### config.mk
export PLATFORM = sky130hd
export DESIGN_NAME = orcd_cmd_queue
export DESIGN_NICKNAME = d
export VERILOG_FILES = /design/src/rtl/orcd_pkg.sv /design/src/rtl/orcd_cmd_queue.sv
export SDC_FILE = /design/constraint.sdc
export NUM_CORES = 1
export LEC_CHECK = 0
export BUFFER_PORTS_ARGS = -buffer_cell sky130_fd_sc_hd__buf_2
export CELL_PAD_IN_SITES_DETAIL_PLACEMENT = 1
export CELL_PAD_IN_SITES_GLOBAL_PLACEMENT = 1
export CORE_MARGIN = 4
export CORE_UTILIZATION = 45
export DETAILED_ROUTE_END_ITERATION = 16
export PLACE_DENSITY = 0.92
export SYNTH_ARGS = -nofsm -noshare
export SYNTH_HDL_FRONTEND = slang
export SYNTH_SLANG_ARGS = --single-unit
### constraint.sdc
create_clock -name clk_i -period 10.1 [get_ports clk_i]
set_clock_uncertainty 0.05 [all_clocks]
set_input_delay 2.02 -clock clk_i [delete_from_list [all_inputs] [get_ports clk_i]]
set_output_delay 2.02 -clock clk_i [all_outputs]
set_load 0.01 [all_outputs]
### src/rtl/orcd_pkg.sv
// ---------------------------------------------------------------------------
// orcd_pkg: shared types and constants of the capture ring
// Sample layout, command codes and register decode used by the front end,
// the command queue and the drain engine.
// ---------------------------------------------------------------------------
package orcd_pkg;

  // Item kind carried on func_i.
  typedef enum logic {
    FUNC_SAMPLE = 1'b0,
    FUNC_TICK   = 1'b1
  } func_e;

  // Work handed from the front end to the drain engine.
  typedef enum logic {
    CMD_STORE = 1'b0,
    CMD_DRAIN = 1'b1
  } cmd_op_e;

  typedef struct packed {
    logic [31:0] time_ms;
    logic [15:0] v_raw;
    logic [15:0] i_raw;
    logic [31:0] v_filt;
    logic [31:0] i_filt;
    logic [31:0] power_bits;
    logic [15:0] ask_pointer;
    logic [7:0]  ask_flag;
  } sample_t;

  localparam int unsigned SAMPLE_W = $bits(sample_t);

  typedef struct packed {
    cmd_op_e op;
    sample_t sample;
  } cmd_t;

  // Configuration port: one 32-bit register per word.
  localparam int unsigned ADDR_W = 3;
  localparam int unsigned DATA_W = 32;
  localparam logic [0:0] REG_CAPTURE_ENABLE = 1'b0;

endpackage

### src/rtl/orcd_cmd_queue.sv
// ---------------------------------------------------------------------------
// orcd_cmd_queue: two-entry command queue
// Decouples item intake from the ring store so that each side stalls alone.
// ---------------------------------------------------------------------------
module orcd_cmd_queue import orcd_pkg::*; (
  input  logic clk_i,
  input  logic rst_ni,
  input  logic push_i,
  input  cmd_t cmd_i,
  output logic full_o,
  input  logic pop_i,
  output logic empty_o,
  output cmd_t cmd_o
);

  cmd_t       entry_q [2];
  logic       wr_q, wr_d;
  logic       rd_q, rd_d;
  logic [1:0] cnt_q, cnt_d;

  assign full_o  = (cnt_q == 2'd2);
  assign empty_o = (cnt_q == 2'd0);
  assign cmd_o   = entry_q[rd_q];

  always_comb begin
    wr_d  = push_i ? ~wr_q : wr_q;
    rd_d  = pop_i ? ~rd_q : rd_q;
    cnt_d = cnt_q + 2'(push_i) - 2'(pop_i);
  end

  always_ff @(posedge clk_i) begin
    if (push_i) begin
      entry_q[wr_q] <= cmd_i;
    end
  end

  always_ff @(posedge clk_i or negedge rst_ni) begin
    if (!rst_ni) begin
      wr_q  <= 1'b0;
      rd_q  <= 1'b0;
      cnt_q <= 2'd0;
    end else begin
      wr_q  <= wr_d;
      rd_q  <= rd_d;
      cnt_q <= cnt_d;
    end
  end

  a_no_push_when_full: assert property (@(posedge clk_i) disable iff (!rst_ni)
    push_i |-> !full_o || pop_i)
    else $error("command pushed into a full queue");

  a_no_pop_when_empty: assert property (@(posedge clk_i) disable iff (!rst_ni)
    pop_i |-> !empty_o)
    else $error("command popped from an empty queue");

endmodule

== Word level (Yosys, flattened, before mapping) ==
Memories as Yosys holds them, arrays and structs flattened.
Index checks and enable logic that the tools add are counted.

* Add/sub/neg operators: 2
* Equal/unequal tests: 1
* Muxes and demuxes: 2
* Bitwise gates (word level): 2
* Reductions and logical operators: 1

{| class="wikitable"
|+ Operators with widths
! kind !! count
|-
| adder 2 x 1 -> 2 bit || 1
|-
| == test 2 bit, second input constant || 1
|-
| logical NOT 2 bit || 1
|-
| two-way mux 1 bit || 2
|-
| NOT 1 bit || 2
|-
| subtractor 2 x 1 -> 2 bit || 1
|}

* Flip-flop bits (word level): 4
* RAM bits: 370
* Input bits: 189
* Output and inout port bits: 187
* Word-level logic and storage cells: 12
* Memories kept: 1

{| class="wikitable"
|+ Memories
! name !! words !! width !! read ports !! clocked after memory_dff !! write ports !! RTL line !! text
|-
| entry_q || 2 || 185 || 1 || 0 || 1 || orcd_cmd_queue.sv:16 || <nowiki>cmd_t entry_q [2];</nowiki>
|}

== Longest topological paths before layout ==
Gate-level depths: netlist (run 1).

* Word-level depth: 2
* Gate-level depth with buffers: 5
* Depth with buffers taken out: 5

== Least setup slack after synthesis (run 1) ==
No wires, ideal clock.

* Path type: input port to flip-flop
* Start: input port push_i
* End: memory entry_q[0][0] in the netlist's numbering, enable pin
* Setup time: 755 ps
* Data arrival time: 10,003 ps
* Data required time: 9,295 ps
* Path slack: -708 ps
* Stages: 1
* Path buffers: 0
* Path through: nor2b_1

* Longest elaborated chain between the ends: 2

{| class="wikitable"
|+ Ends and longest elaborated chain
! element !! RTL line !! text
|-
| from (decl) || orcd_cmd_queue.sv:8 || <nowiki>input logic push_i,</nowiki>
|-
| two-way mux 1 bit || orcd_cmd_queue.sv:32 || <nowiki>if (push_i) begin</nowiki>
|-
| two-way mux 1 bit (not written as such) || orcd_cmd_queue.sv:33 || <nowiki>entry_q[wr_q] <= cmd_i;</nowiki>
|-
| to (decl) || orcd_cmd_queue.sv:16 ||
|}

No other way between the ends.

==> results of run 1 <==
==> per-layer routing <==
layer | wire length [um] | up-vias | track usage [%]
met3 | 2800 | 62 | 6.30
met4 | 805 | 14 | 5.46
met1 | 11400 | 3447 | 20.4
met2 | 17100 | 305 | 33.0
li1 | - | 3176 | -
met5 | 83 | - | 0
==> sequential cells by signal, indices dropped and copies added, names as in the netlist <==
register	cells
entry_q	370
cnt_q	2
rd_q	1
wr_q	1
==> cell type report <==
cell class / instances / area, um2
fill: 2788 / 13200
sequential: 374 / 11200
multi-input combinational: 194 / 2710
timing repair buffer: 381 / 1930
clock buffer: 49 / 1060
tap: 396 / 495
clock inverter: 21 / 130
antenna: 5 / 12.5
inverter: 2 / 7.51
==> layout by cell type, fill, tap and decap left out <==
master and n:
nor2b_4 1, clkinvlp_4 3, clkbuf_16 41, clkinv_4 1, clkbuf_1 8, clkinv_2 7, edfxtp_1 370, buf_12 1
nor2b_1 1, diode_2 5, clkinv_1 9, inv_1 2, and2_4 1, xor3_1 1, buf_2 375, dfrtp_4 1
buf_4 5, dfrtp_1 3, mux2_4 140, xor2_1 2, mux2_2 45, ha_1 2, bufinv_16 1, nor2_1 1
==> where the power goes <==
group | switching (uW) | internal, uW | leakage (uW)
Clock | 560 | 767 | 0.000575
Combinational | 754 | 759 | 0.00290
Sequential | 140 | 2060 | 0.00352
==> through the flow <==
step | utilization [%] | total power (uW) | std cells | hold WS, ns
2_1_floorplan | - | 3280 | 591 | 0.423
3_3_place_gp | 53.2 | 3700 | 1347 | 0.482
3_5_place_dp | 53.2 | 3780 | 1347 | 0.503
4_1_cts | 57.1 | 5120 | 1417 | 0.511
5_1_grt | 57.1 | 5290 | 1421 | 0.518
6_report | 57.1 | 5040 | 1422 | 0.517
==> cells by family after synthesis <==
| group | Yosys count | share of synthesized area [%] |
|---|---|---|
| flip-flops | 374 | 79.4 |
| buffers and inverters | 23 | 1.55 |
| adder cells (fa/ha/maj) | 2 | 0.177 |
| AND/OR/NAND/NOR | 4 | 0.159 |
| XOR/XNOR | 3 | 0.292 |
| multiplexers | 185 | 18.5 |
==> path summary, 6_finish.rpt <==
| path | end | cells after the start | from | slack (ns) |
|---|---|---|---|---|
| hold reg to reg | wr_q | 1 | wr_q | 0.52 |
| min in group asynchronous | cnt_q[1] | 1 | rst_ni | 1.27 |
| max in group asynchronous | rd_q | 1 | rst_ni | 8.57 |
| setup / recovery | cmd_o[20] | 3 | rd_q | 4.89 |
| hold / removal | wr_q | 1 | wr_q | 0.52 |
| setup reg to reg | entry_q[0][105] | 3 | wr_q | 7.06 |
==> results.toml, run 1 <==
[worst_setup_path]
crit_family = "flip-flops"
crit_arrival_ns = 3.14
max_stage_delay_ns = 1.09
worstPathMaxFanout = 132
critPathCaptureType = "output port"
critPathLaunchType = "flop"
worstPathRequired_ns = 8.03
critPathSlowestCell = "dfrtp_4"
critical_path_buf_inv_count = 2
crit_path_cell_trace = "buf_12 > mux2_2 > buf_2"
path_class = "reg2out"

[grt]
overflow = 0
grt_pass1_vias = 7858
grt_pass1_wl_um = 47200
antenna_found_initial = 11
gr-usage-all-layers_pct = 18.2
grt_max_degree = 133

[clock_network]
cts_tree = "done"
cts-htree-levels = 2
clk_path_buf_depth = 3
postCtsSetupBuffers = 0
clock_sinks = 374
cts_inserted_buffers = 40
clk_latency_ns = 0.50
clk_pin_slew_ns = 0.06
postCtsHoldBufs = 0
cts-root-buf = "clkbuf_16"
cts_resized = 0

[sta]
fmaxAchievable_mhz = 192
finalHoldViolCount = 0
fin_ws_ns = 4.89
setup_tns_ns = 0
finalSetupViolCount = 0
period_share_pct = 51.6
rsz0062_at_grt = "false"
slew_headroom_pct = 27.7
tightest_slew_ns = 1.09
fin_crit_ns = 5.21
maxSlewViolCount = 0

[power]
peakVddDrop_v = 0.000219
p_leak_uw = 0.00700
p_per_area_mw_per_mm2 = 287

[floorplan]
core_mm2 = 0.0307
die_w_um = 185
ios = 376
die_h_um = 185
die_area_mm2 = 0.0343
rows = 64
start_util_pct = 45.9

[synthesis]
synth_ff_type = "edfxtp_1"
synth_area_leaders = "edfxtp_1, mux2_4, mux2_2"
syn_nets = 782
yosysUniqueCellTypes = 13
synthDominantCellAreaShare_pct = 78.6
yosysWarningCount = 0
synth_commonest_cells = "edfxtp_1, mux2_4, mux2_2"
netlist_instances = 591
netlist_area_mm2 = 0.0141
yosysSeqAreaShare_pct = 79.4
synth-seq-cells = 374
synth_most_common_cell = "edfxtp_1"
syn_area_per_cell_um2 = 23.9
ys_async_sr_fraction_pct = 1.07
synth_edf_count = 370
yosys.area.top_type = "edfxtp_1"

[routing]
firstDrtPassIters = 5
post_drt_wl_per_cell_um = 22.6
drt_iter0_markers = 405
final_antenna_net_count = 0
drc = 0
drt-total-wl_um = 32200
num_vias = 7004
via_per_inst = 4.93

[placed_design]
place_ws_ns = 5.25
dpl.hpwl_um = 22200
place_area_mm2 = 0.0164
portBuffers = 375
place_congestion = 0.742

[status]
status = "finished clean"

[worst_hold_path]
min_path_type = "reg2reg"

[cells_and_area]
syn_to_final_growth_pct = 24.3
final_layout_size_suffix_gt1_share_pct = 60.9
nets = 1184
final_cell_area_mm2 = 0.0176

[job]
cap_violations = 0
Power figures use the tool's default switching activity.
==> run 2: changes to the inputs <==
CORE_UTILIZATION = 40   (was 45)
PLACE_DENSITY = 0.87   (was 0.92)
clock period = 4.4 ns   (was 10.1 ns; I/O delays follow)
==> run 2 against run 1 <==
Critical path type unchanged. Final area up 1.6%. Critical endpoint is now cmd_o[3]. Final cell count rose by 4.6%. Sequential share of layout area down 1.0 points. Sequential power up 130%. Global-route usage shrank 2.0 points. Setup slack got worse by 3.9 ns. Highest routed layer unchanged. Power rose by 130%. Largest cell class unchanged. Clock-buffer cell count grew 2.
==> results.toml, run 2 (synthesis results as in run 1) <==
[cells_and_area]
regMostFlops = "entry_q"
seq_area_mm2 = 0.0112
final_layout_size_suffix_gt1_share_pct = 61.0
fillCellCount = 3268
nets = 1189
largest_register_ffs = 370
final_cell_mix = "buf_2, edfxtp_1, mux2_4, mux2_2, clkbuf_16"
syn_to_final_growth_pct = 26.3
multiInputGateArea_mm2 = 0.00271
fin_util_pct = 51.4
layout_commonest_cell = "buf_2"
reg_top3 = "entry_q x370, cnt_q x2"

[sta]
setup_tns_ns = 0
fin_hold_ws_ns = 0.0920
rsz0062_at_grt = "false"
maxSlewViolCount = 0
tightest_slew_ns = 0.846
period_share_pct = 78.4
fin_crit_ns = 3.45
fmaxAchievable_mhz = 290
slew_headroom_pct = 43.6
finalSetupViolCount = 0
finalHoldViolCount = 0

[clock_network]
postCtsSetupBuffers = 0
cts-htree-levels = 2
postCtsHoldBufs = 0
cts-root-buf = "clkbuf_16"
cts_resized = 0
clk_pin_slew_ns = 0.06
cts_inserted_buffers = 41
clk_latency_ns = 0.53
cts_tree = "done"
clock_sinks = 374
clk_path_buf_depth = 3

[worst_setup_path]
critPathSlowestCell = "dfrtp_4"
critPathCaptureType = "output port"
worstPathRequired_ns = 3.47
max_stage_delay_ns = 0.99
critPathLaunchType = "flop"
rrSetupSlack_ns = 2.75
path_class = "reg2out"
crit_path_cell_trace = "buf_12 > mux2_2 > buf_2"
crit_arrival_ns = 2.52
worstPathMaxFanout = 53

[worst_hold_path]
min_path_type = "in2async"

[grt]
met2_usage_pct = 28.6
grt_pass1_wl_um = 47600
grt_max_degree = 95
antenna_found_initial = 9
grtUsageMet1_pct = 18.7
grt_pass1_vias = 7834
overflow = 0
gr-usage-all-layers_pct = 16.2
grtUsageMet3_pct = 4.88
top_usage_layer = "met2"

[routing]
drt-total-wl_um = 32000
final_antenna_net_count = 0
drc = 0
post_drt_wl_per_cell_um = 21.5
drt_iter0_markers = 344
via_per_inst = 4.75
firstDrtPassIters = 4
num_vias = 7061

[floorplan]
ios = 376
start_util_pct = 40.7
die_area_mm2 = 0.0384
die_w_um = 196
core_mm2 = 0.0347
die_h_um = 196
rows = 68

[power]
p_per_area_mw_per_mm2 = 664
p_leak_uw = 0.00709
peakVddDrop_v = 0.000473

[placed_design]
portBuffers = 375
place_congestion = 0.758
dpl.hpwl_um = 22400

[job]
cap_violations = 0

[status]
status = "finished clean"
-- run 2: changes by cell type in the layout (fill, tap and decap cells not counted) --
cell	before	now
bufinv_16	1	4
buf_4	5	3
clkbuf_16	41	42
clkinv_8	0	1
clkbuf_1	8	9
clkinv_1	9	10
clkinvlp_4	3	1
buf_12	1	7
clkinv_2	7	4
-- run 2: worst max-delay path: cells and delay by family (launching register included) --
family / cells / cell delay (ns)
multiplexers: 1 / 0.39
buffers and inverters: 2 / 0.54
flip-flops: 1 / 0.99
-- run 2: routing by layer --
layer	wire, um	vias up
li1	-	3175
met1	11800	3535
met2	16800	275
met3	2350	66
met4	946	10
met5	66	-
-- run 2: path summary, 6_finish.rpt --
| path | start | end | depth (start not counted) |
|---|---|---|---|
| max in group asynchronous | rst_ni | rd_q | 1 |
| min reg2reg | wr_q | wr_q | 1 |
| max reg2reg | wr_q | entry_q[0][128] | 2 |
| min in group clk_i | cmd_i[111] | entry_q[0][111] | 1 |
| max | rd_q | cmd_o[3] | 3 |
| min | rst_ni | cnt_q[1] | 1 |
-- run 2: final cells by class --
cell class,instances,area share [%]
Timing Repair Buffer,385,11.4
Clock buffer,51,6.08
Sequential cell,374,62.8
Clock inverter,21,1.18
Antenna cell,5,0.0701
Inverter,2,0.0421
Tap cell,455,3.19
Multi-Input combinational cell,194,15.2
-- run 2: metrics by stage --
stage / power [uW] / instance area, um2 / instances / setup slack [ns]
after global placement: 8560 / 16500 / 1410 / 1.52
after global routing: 12400 / 17800 / 1485 / 0.827
after detailed placement: 8710 / 16500 / 1410 / 1.49
after floorplan: 7460 / 14100 / 591 / 0.264
after CTS: 12000 / 17800 / 1482 / 0.887
final: 11800 / 17800 / 1487 / 0.950
-- run 2: where the power goes --
| group | internal [uW] | switching (uW) | total (uW) | leakage [uW] |
|---|---|---|---|---|
| Sequential | 4730 | 290 | 5020 | 0.00352 |
| Clock | 1980 | 1300 | 3280 | 0.000627 |
| Combinational | 1770 | 1770 | 3550 | 0.00295 |
