===== config.mk =====
export PLATFORM = sky130hd
export DESIGN_NAME = orcd_front
export DESIGN_NICKNAME = d
export VERILOG_FILES = /design/src/rtl/orcd_pkg.sv /design/src/rtl/orcd_front.sv
export SDC_FILE = /design/constraint.sdc
export NUM_CORES = 1
export LEC_CHECK = 0
export BUFFER_PORTS_ARGS = -buffer_cell sky130_fd_sc_hd__buf_4
export CORE_AREA = 3 3 173 175
export DETAILED_ROUTE_END_ITERATION = 8
export DIE_AREA = 0 0 176 178
export PLACE_DENSITY = 0.31
export SKIP_CTS_REPAIR_TIMING = 1
export SLEW_MARGIN = 15
export SYNTH_ARGS = -nofsm -noshare
export SYNTH_HDL_FRONTEND = slang
export SYNTH_SLANG_ARGS = --single-unit

===== constraint.sdc =====
create_clock -name clk_i -period 1.85 [get_ports clk_i]
set_input_delay 0.0925 -clock clk_i [delete_from_list [all_inputs] [get_ports clk_i]]
set_output_delay 0.0925 -clock clk_i [all_outputs]
set_load 0.01 [all_outputs]

===== src/rtl/orcd_pkg.sv =====
// ---------------------------------------------------------------------------
// orcd_pkg: shared types and constants of the capture ring
// Sample layout, command codes and register decode used by the front end,
// the command queue and the drain engine.
// ---------------------------------------------------------------------------
package orcd_pkg;

  // Item kind carried on func_i.
  typedef enum logic {
    FUNC_SAMPLE = 1'b0,
    FUNC_TICK   = 1'b1
  } func_e;

  // Work handed from the front end to the drain engine.
  typedef enum logic {
    CMD_STORE = 1'b0,
    CMD_DRAIN = 1'b1
  } cmd_op_e;

  typedef struct packed {
    logic [31:0] time_ms;
    logic [15:0] v_raw;
    logic [15:0] i_raw;
    logic [31:0] v_filt;
    logic [31:0] i_filt;
    logic [31:0] power_bits;
    logic [15:0] ask_pointer;
    logic [7:0]  ask_flag;
  } sample_t;

  localparam int unsigned SAMPLE_W = $bits(sample_t);

  typedef struct packed {
    cmd_op_e op;
    sample_t sample;
  } cmd_t;

  // Configuration port: one 32-bit register per word.
  localparam int unsigned ADDR_W = 3;
  localparam int unsigned DATA_W = 32;
  localparam logic [0:0] REG_CAPTURE_ENABLE = 1'b0;

endpackage


===== src/rtl/orcd_front.sv =====
// ---------------------------------------------------------------------------
// orcd_front: item intake, tick prescaler and configuration register
// Accepts items, turns them into store or drain commands for the back end,
// and drops items that have no effect on the ring.
// ---------------------------------------------------------------------------
module orcd_front import orcd_pkg::*; #(
  parameter int unsigned TICK_DIVIDE = 2
) (
  input  logic              clk_i,
  input  logic              rst_ni,
  // Configuration port.
  input  logic              psel,
  input  logic              penable,
  input  logic              pwrite,
  input  logic [ADDR_W-1:0] paddr,
  input  logic [DATA_W-1:0] pwdata,
  output logic [DATA_W-1:0] prdata,
  output logic              pready,
  // Item intake.
  input  logic              start,
  output logic              busy,
  input  func_e             func_i,
  input  sample_t           sample_i,
  // Command queue push side.
  input  logic              q_full_i,
  output logic              q_push_o,
  output cmd_t              q_cmd_o
);

  localparam int unsigned PS_W = (TICK_DIVIDE > 1) ? $clog2(TICK_DIVIDE) : 1;

  logic            enable_q, enable_d;
  logic [PS_W-1:0] ps_q, ps_d;
  logic            accept;
  logic            ps_wrap;
  logic            cfg_wr;

  assign pready = 1'b1;
  assign cfg_wr = psel && penable && pwrite;

  always_comb begin
    enable_d = enable_q;
    if (cfg_wr && (paddr[ADDR_W-1:2] == REG_CAPTURE_ENABLE)) begin
      enable_d = pwdata[0];
    end
  end

  always_comb begin
    prdata = '0;
    if (paddr[ADDR_W-1:2] == REG_CAPTURE_ENABLE) begin
      prdata[0] = enable_q;
    end
  end

  assign busy    = q_full_i;
  assign accept  = start && !busy;
  assign ps_wrap = (ps_q == PS_W'(TICK_DIVIDE - 1));

  always_comb begin
    ps_d = ps_q;
    if (accept && (func_i == FUNC_TICK)) begin
      ps_d = ps_wrap ? '0 : ps_q + PS_W'(1);
    end
  end

  always_comb begin
    q_push_o       = 1'b0;
    q_cmd_o.op     = CMD_STORE;
    q_cmd_o.sample = sample_i;
    if (accept && enable_q) begin
      if (func_i == FUNC_SAMPLE) begin
        q_push_o = 1'b1;
      end else if (ps_wrap) begin
        q_push_o   = 1'b1;
        q_cmd_o.op = CMD_DRAIN;
      end
    end
  end

  always_ff @(posedge clk_i or negedge rst_ni) begin
    if (!rst_ni) begin
      enable_q <= 1'b0;
      ps_q     <= '0;
    end else begin
      enable_q <= enable_d;
      ps_q     <= ps_d;
    end
  end

endmodule


# == Yosys cells after proc, flatten, opt, wreduce, memory -nomap -nowiden ==
# Index checks and enable logic that the tools add are counted.
# op_classes
add_sub_neg,1
n_mux,7
n_bitwise,1
n_reduce_logical,7
# op_table
cell,n
$mux W1,7
$logic_and A1 B1 Y1,6
$add A1 B1 Y1 const B,1
$logic_not A1 Y1,1
$not A1 Y1,1
# totals
regBits,2
in_bits,227
output_inout_bits,220
elab_cells,18

# == Depth between registers and ports, before layout ==
# Gate-level depths: netlist of run 1.
# logic_depth
word_depth,4
ltp_mapped,2
ltp_nobuf,2

# == Worst setup path before layout of run 1 ==
# No wires, ideal clock.
# synth_path
path_type,flip-flop to output port
from,register enable_q
to,output port q_push_o
t_arrival_ns,0.796
required_ns,1.757
slack_ns,0.962
path_stages_with_launch,3
path_buffers,0
cell_sequence,dfrtp_1 > and3b_1 > a21boi_0
# synth_via
elab_chain_len,2
# synth_rtl
item,line,source
"start, declared",orcd_front.sv:32,"logic enable_q, enable_d;"
"start signal, assigned",orcd_front.sv:85,enable_q <= enable_d;
$logic_and A1 B1 Y1,orcd_front.sv:70,if (accept && enable_q) begin
$mux W1,orcd_front.sv:70,
"end, declared",orcd_front.sv:26,"output logic q_push_o,"
# No other way between the ends.

==> impl_metrics.toml, run 1 <==
[sta]
hold_slack_ns = 0.0974
setup_violations = 0
min_period_ns = 1.25
report.final.slew_viol_count = 0
finalHoldViolations = 0
skew_ns = 0
period_share = 0.673
fmax_mhz = 803
rsz0062_at_grt = "false"
fin_tns_setup_ns = 0

[routing]
first_pass_iters = 3
routed_wl_mm = 3.93
wl_per_cell_um = 8.84
drt_iter0_markers = 11
vias = 511
ant_nets = 0
drc = 0
via_per_inst = 1.15

[global_route]
grt_max_degree = 4
antenna_found_initial = 0
grt_pass1_wl_mm = 4.46
grt_pass1_vias = 543
grtUsageTotal = 0.0224
overflow = 0

[power_and_ir_drop]
vdd.ir_drop.worst_mv = 0.519
powerDensity_nw_per_um2 = 543
leakagePower_nw = 0.267

[synth]
yosysSeqAreaShare = 0.0285
ys_types = 12
synthCells = 230
avgSynthCellArea_um2 = 7.64
synth_area_um2 = 1760
yosysWarningCount = 0
synth-seq-cells = 2

[placement]
dp.cells = 440
dpl.hpwl_mm = 3.37
io_buffers = 13
gp_congestion = 0.474

[final_layout]
area_delta_synth_final_pct = -48.5
drive_above_1_share = 0.283
diodes = 0
nets = 289
fin_cells = 444
final_util = 0.0316

[clock_network]
cts_max_level = 1
cts.clk_slew.worst_paths_ns = 0.03
cts.sinks = 2
clk_path_buf_depth = 2
cts_tree = "yes"
numCtsBuffers = 3
worstSkewPairLatency_ns = 0.22
cts_root_buf = "clkbuf_16"

[worst_setup_path]
worstPathRequired_ns = 1.76
r2r_start = "enable_q"
worstSetupPathType = "reg -> out"
endpoint_kind = "output pin"
reg2reg_slack_ns = 1.03
rr_worst_depth = 1
worstSetupStartpointType = "register"
cp_max_fo = 3
r2r_end = "enable_q"
worstPathArrival_ns = 1.15

[floorplan]
fp.dieArea_um2 = 31300
fp.dieH_um = 178
die_w_um = 176
fp-row-count = 62
coreArea_um2 = 28600
initial_core_util = 0.0614
pin_count = 447

[min_path]
worstHoldPathCells = 2
hold_end = "enable_q"
hold_class = "in -> reg"
hp-start = "pwdata[0]"

[status]
outcome = "finished, final reports clean"

[flow_run]
maxCapViolations = 0
registers in the layout, indices dropped and copies added, names as in the netlist:
name / flops
enable_q: 1
ps_q: 1
cells in the final DEF (no fill, tap or decap):
cell / n
conb_1: 32
buf_4: 13
clkbuf_16: 3
dfrtp_1: 2
and3b_1: 1
and3_1: 1
inv_1: 1
a21boi_0: 1
and2b_2: 1
nand4b_1: 1
mux2_1: 1
nand3b_1: 1
xnor2_1: 1
dlygate4sd3_1: 1
power by group:
part	internal [mW]	switching, mW	leakage, nW
Sequential	0.0604	0.0140	0.0237
Combinational	0.0390	0.0554	0.207
Clock	0.275	0.0476	0.0370
Total	0.374	0.117	0.267
cells by family after synthesis:
group	synth area share
DFF	0.0285
xor gates and xnor gates	0.00498
other	0.00427
muxes	0.00641
buffers and inverters	0.929
AOI/OAI and AO/OA	0.00427
and+or+nand+nor	0.0228
worst max-delay path by stage:
| stage | startpoint | endpoint | slack [ns] |
|---|---|---|---|
| after global placement | enable_q | q_cmd_o[184] | 0.81 |
| final | enable_q | q_cmd_o[184] | 0.60 |
| after floorplan | enable_q | q_push_o | 0.96 |
| after detailed placement | enable_q | q_cmd_o[184] | 0.80 |
| after CTS | enable_q | q_cmd_o[184] | 0.57 |
| after global routing | enable_q | q_push_o | 0.55 |
cell usage after synthesis:
| library cell | count | area share |
|---|---|---|
| conb_1 | 2 | 0.0043 |
| dfrtp_1 | 2 | 0.028 |
| and3_1 | 1 | 0.0036 |
| xnor2_1 | 1 | 0.0050 |
| a21boi_0 | 1 | 0.0043 |
| nand3b_1 | 1 | 0.0043 |
| nand4b_1 | 1 | 0.0050 |
| mux2_1 | 1 | 0.0064 |
| buf_4 | 217 | 0.93 |
| inv_1 | 1 | 0.0021 |
| and3b_1 | 1 | 0.0050 |
| and2b_2 | 1 | 0.0050 |
through the flow:
| stage | setup slack, ns | total power, mW | cell area, µm² |
|---|---|---|---|
| after floorplan | 0.962 | 0.588 | 1870 |
| after global routing | 0.550 | 0.517 | 905 |
| after CTS | 0.570 | 0.498 | 895 |
| after global placement | 0.810 | 0.170 | 820 |
| after detailed placement | 0.802 | 0.170 | 820 |
| final | 0.605 | 0.491 | 905 |
final cells by class:
class / count / area, µm²
Clock buffer: 3 / 75.1
Fill cell: 3414 / 27700
Inverter: 1 / 3.75
Multi-Input combinational cell: 40 / 188
Sequential cell: 2 / 50.0
Tap cell: 384 / 480
Timing Repair Buffer: 14 / 108
worst max-delay path: stages (launching register included):
cell and delay, ns:
dfrtp_1 0.39, and3b_1 0.20, and3_1 0.18, buf_4 0.16
per-layer routing:
layer / track usage / up-vias / share of wire
met5: 0.00160 / - / 0
met4: 0.0591 / 0 / 0.24
met3: 0.0289 / 93 / 0.30
met2: 0.0242 / 162 / 0.38
met1: 0.00449 / 151 / 0.080
li1: - / 105 / -
Power figures use the tool's default switching activity.
==> run 2: changes to the inputs <==
--- a/config.mk
+++ b/config.mk
@@ -5,11 +5,12 @@
 export SDC_FILE = /design/constraint.sdc
 export NUM_CORES = 1
 export LEC_CHECK = 0
+export ABC_AREA = 1
 export BUFFER_PORTS_ARGS = -buffer_cell sky130_fd_sc_hd__buf_4
-export CORE_AREA = 3 3 173 175
+export CORE_AREA = 3 3 172 174
 export DETAILED_ROUTE_END_ITERATION = 8
-export DIE_AREA = 0 0 176 178
-export PLACE_DENSITY = 0.31
+export DIE_AREA = 0 0 175 177
+export PLACE_DENSITY = 0.32
 export SKIP_CTS_REPAIR_TIMING = 1
 export SLEW_MARGIN = 15
 export SYNTH_ARGS = -nofsm -noshare
==> constraint.sdc (replaced) <==
create_clock -name clk_i -period 1.29 [get_ports clk_i]
set_input_delay 0.0645 -clock clk_i [delete_from_list [all_inputs] [get_ports clk_i]]
set_output_delay 0.0645 -clock clk_i [all_outputs]
set_load 0.01 [all_outputs]
==> run 2 against run 1 <==
- flip-flop and latch count stayed put
- final area is 0.83% higher
- via count is 9.4% higher
- critical endpoint is now q_push_o
- largest cell class unchanged
==> impl_metrics.toml, run 2 <==
[status]
outcome = "finished, final reports clean"

[synth]
synthArstFlopShare = 1.00
ys_top_cells_by_area = "buf_4 (92%), dfrtp_1 (2.8%), nand2_1 (2.1%)"
synthFlopType = "dfrtp_1"
ys_types = 8
muxShareOfSynthArea = 0
synth_simple_gate_area_frac = 0.0381
synth-seq-cells = 2
yosys.area_share.xor_xnor = 0
yosysSeqAreaShare = 0.0282
yosysWarningCount = 0
synth_common_cells = "buf_4 (217), nand2_1 (10), inv_1 (5), nor2_1 (5)"
synthAdderAreaFrac = 0
avgSynthCellArea_um2 = 7.30
synth_area_um2 = 1770
synth_top_family_by_area = "buffers and inverters"
yosys.area.top_type_share = 0.919
synth_compound_area_frac = 0
synth_area_leader_cell = "buf_4"
yosysMostFrequentCell = "buf_4"
synthCells = 243
synth-edff-count = 0

[worst_setup_path]
r2r_end = "ps_q"
reg2reg_slack_ns = 0.58
worstPathArrival_ns = 0.96
worstSetupStartpointType = "register"
r2r_start = "ps_q"
slowest_delay_ns = 0.38
crit_end = "q_push_o"
crit_chain = "nor2_1 > nor2_1 > buf_4"
rr_worst_depth = 3
crit_top_cell = "nor2_1"
worstPathRequired_ns = 1.23
cp_max_fo = 3
endpoint_kind = "output pin"
worstSetupPathType = "reg -> out"
slowest_stage = "dfrtp_1"
startpoint = "ps_q"

[routing]
first_pass_iters = 2
vias = 559
dr_wl_met2_mm = 2.18
highest_layer = "met5"
drc = 0
routed_wl_mm = 5.23
wl_met1_um = 552
ant_nets = 0
drt_iter0_markers = 1
via_per_inst = 1.24
wl_met3_mm = 1.70
wl_per_cell_um = 11.6

[final_layout]
final_cell_mix = "conb_1 (32), buf_4 (13), nand2_1 (10)"
diodes = 0
drive_above_1_share = 0.233
nets = 302
design_area_um2 = 912
top_regs = "enable_q: 1 flops, ps_q: 1 flops"
area_delta_synth_final_pct = -48.6
final_common_cell = "conb_1"

[global_route]
grt_pass1_vias = 577
grtUsageTotal = 0.0318
overflow = 0
grt_max_degree = 5
grt_pass1_wl_mm = 6.00
antenna_found_initial = 1

[clock_network]
cts_tree = "yes"
clk_path_buf_depth = 2
cts.sinks = 2
cts.clk_slew.worst_paths_ns = 0.03
numCtsBuffers = 3
worstSkewPairLatency_ns = 0.22
cts_max_level = 1
cts_root_buf = "clkbuf_16"

[floorplan]
initial_core_util = 0.0635
die_w_um = 175
coreArea_um2 = 27900
fp.dieArea_um2 = 31000
pin_count = 447
fp.dieH_um = 177
fp-row-count = 61

[placement]
io_buffers = 13
dpl.hpwl_mm = 4.68
gp_congestion = 0.517
place_area_um2 = 827

[sta]
finalHoldViolations = 0
fmax_mhz = 975
period_share = 0.795
setup_violations = 0
min_period_ns = 1.03
rsz0062_at_grt = "false"
report.final.slew_viol_count = 0
fin_tns_setup_ns = 0
skew_ns = 0

[min_path]
worstHoldPathCells = 4
hold_class = "in -> reg"

[power_and_ir_drop]
vdd.ir_drop.worst_mv = 0.314
leakagePower_nw = 0.296
powerDensity_nw_per_um2 = 739

[flow_run]
maxCapViolations = 0
-- run 2: report_power, final --
part,switching (mW),total (mW),internal [mW],leakage (nW)
Clock,0.0696,0.464,0.394,0.0370
Sequential,0.0127,0.0895,0.0767,0.0248
Combinational,0.0796,0.120,0.0409,0.234
-- run 2: cell type report --
| cell class | count | area, µm² |
|---|---|---|
| inverters | 5 | 18.8 |
| repair buffers | 14 | 108 |
| fillers | 3370 | 27000 |
| well taps | 378 | 473 |
| clock buffers | 3 | 75.1 |
| flip-flops and latches | 2 | 50.0 |
| multi-input cells | 49 | 188 |
-- run 2: worst max-delay path: cells and delay by family (launching register included) --
family / cells / cell delay, ns
buffers and inverters: 1 / 0.15
DFF: 1 / 0.38
and+or+nand+nor: 2 / 0.21
-- run 2: worst min path at each step --
stage,slack [ns],start,endpoint
floorplan,-0.23,rst_ni,enable_q
global placement,-0.15,rst_ni,ps_q
detailed placement,-0.15,rst_ni,ps_q
CTS,-0.38,rst_ni,ps_q
global route,0.13,sample_i[105],q_cmd_o[105]
finish,0.11,q_full_i,ps_q
-- run 2: per-layer routing --
| metal | track usage | vias up |
|---|---|---|
| met5 | 0 | - |
| met4 | 0.0439 | 2 |
| met3 | 0.0526 | 88 |
| met2 | 0.0428 | 176 |
| met1 | 0.00852 | 158 |
| li1 | - | 135 |
-- run 2: kinds of logic (layout without fill, tap and decap cells) --
group	Yosys count	count (layout)
and+or+nand+nor	17	17
buffers and inverters	222	22
DFF	2	2
other	2	32
-- run 2: metrics by stage --
stage,hold WS [ns],worst slack (ns),cells,utilization,power (mW)
after global placement,-0.148,0.496,447,0.0296,0.208
after floorplan,-0.231,0.624,273,-,0.820
final,0.110,0.264,451,0.0327,0.674
after detailed placement,-0.146,0.480,447,0.0296,0.209
after global routing,0.129,0.193,451,0.0327,0.718
after CTS,-0.378,0.244,450,0.0323,0.681
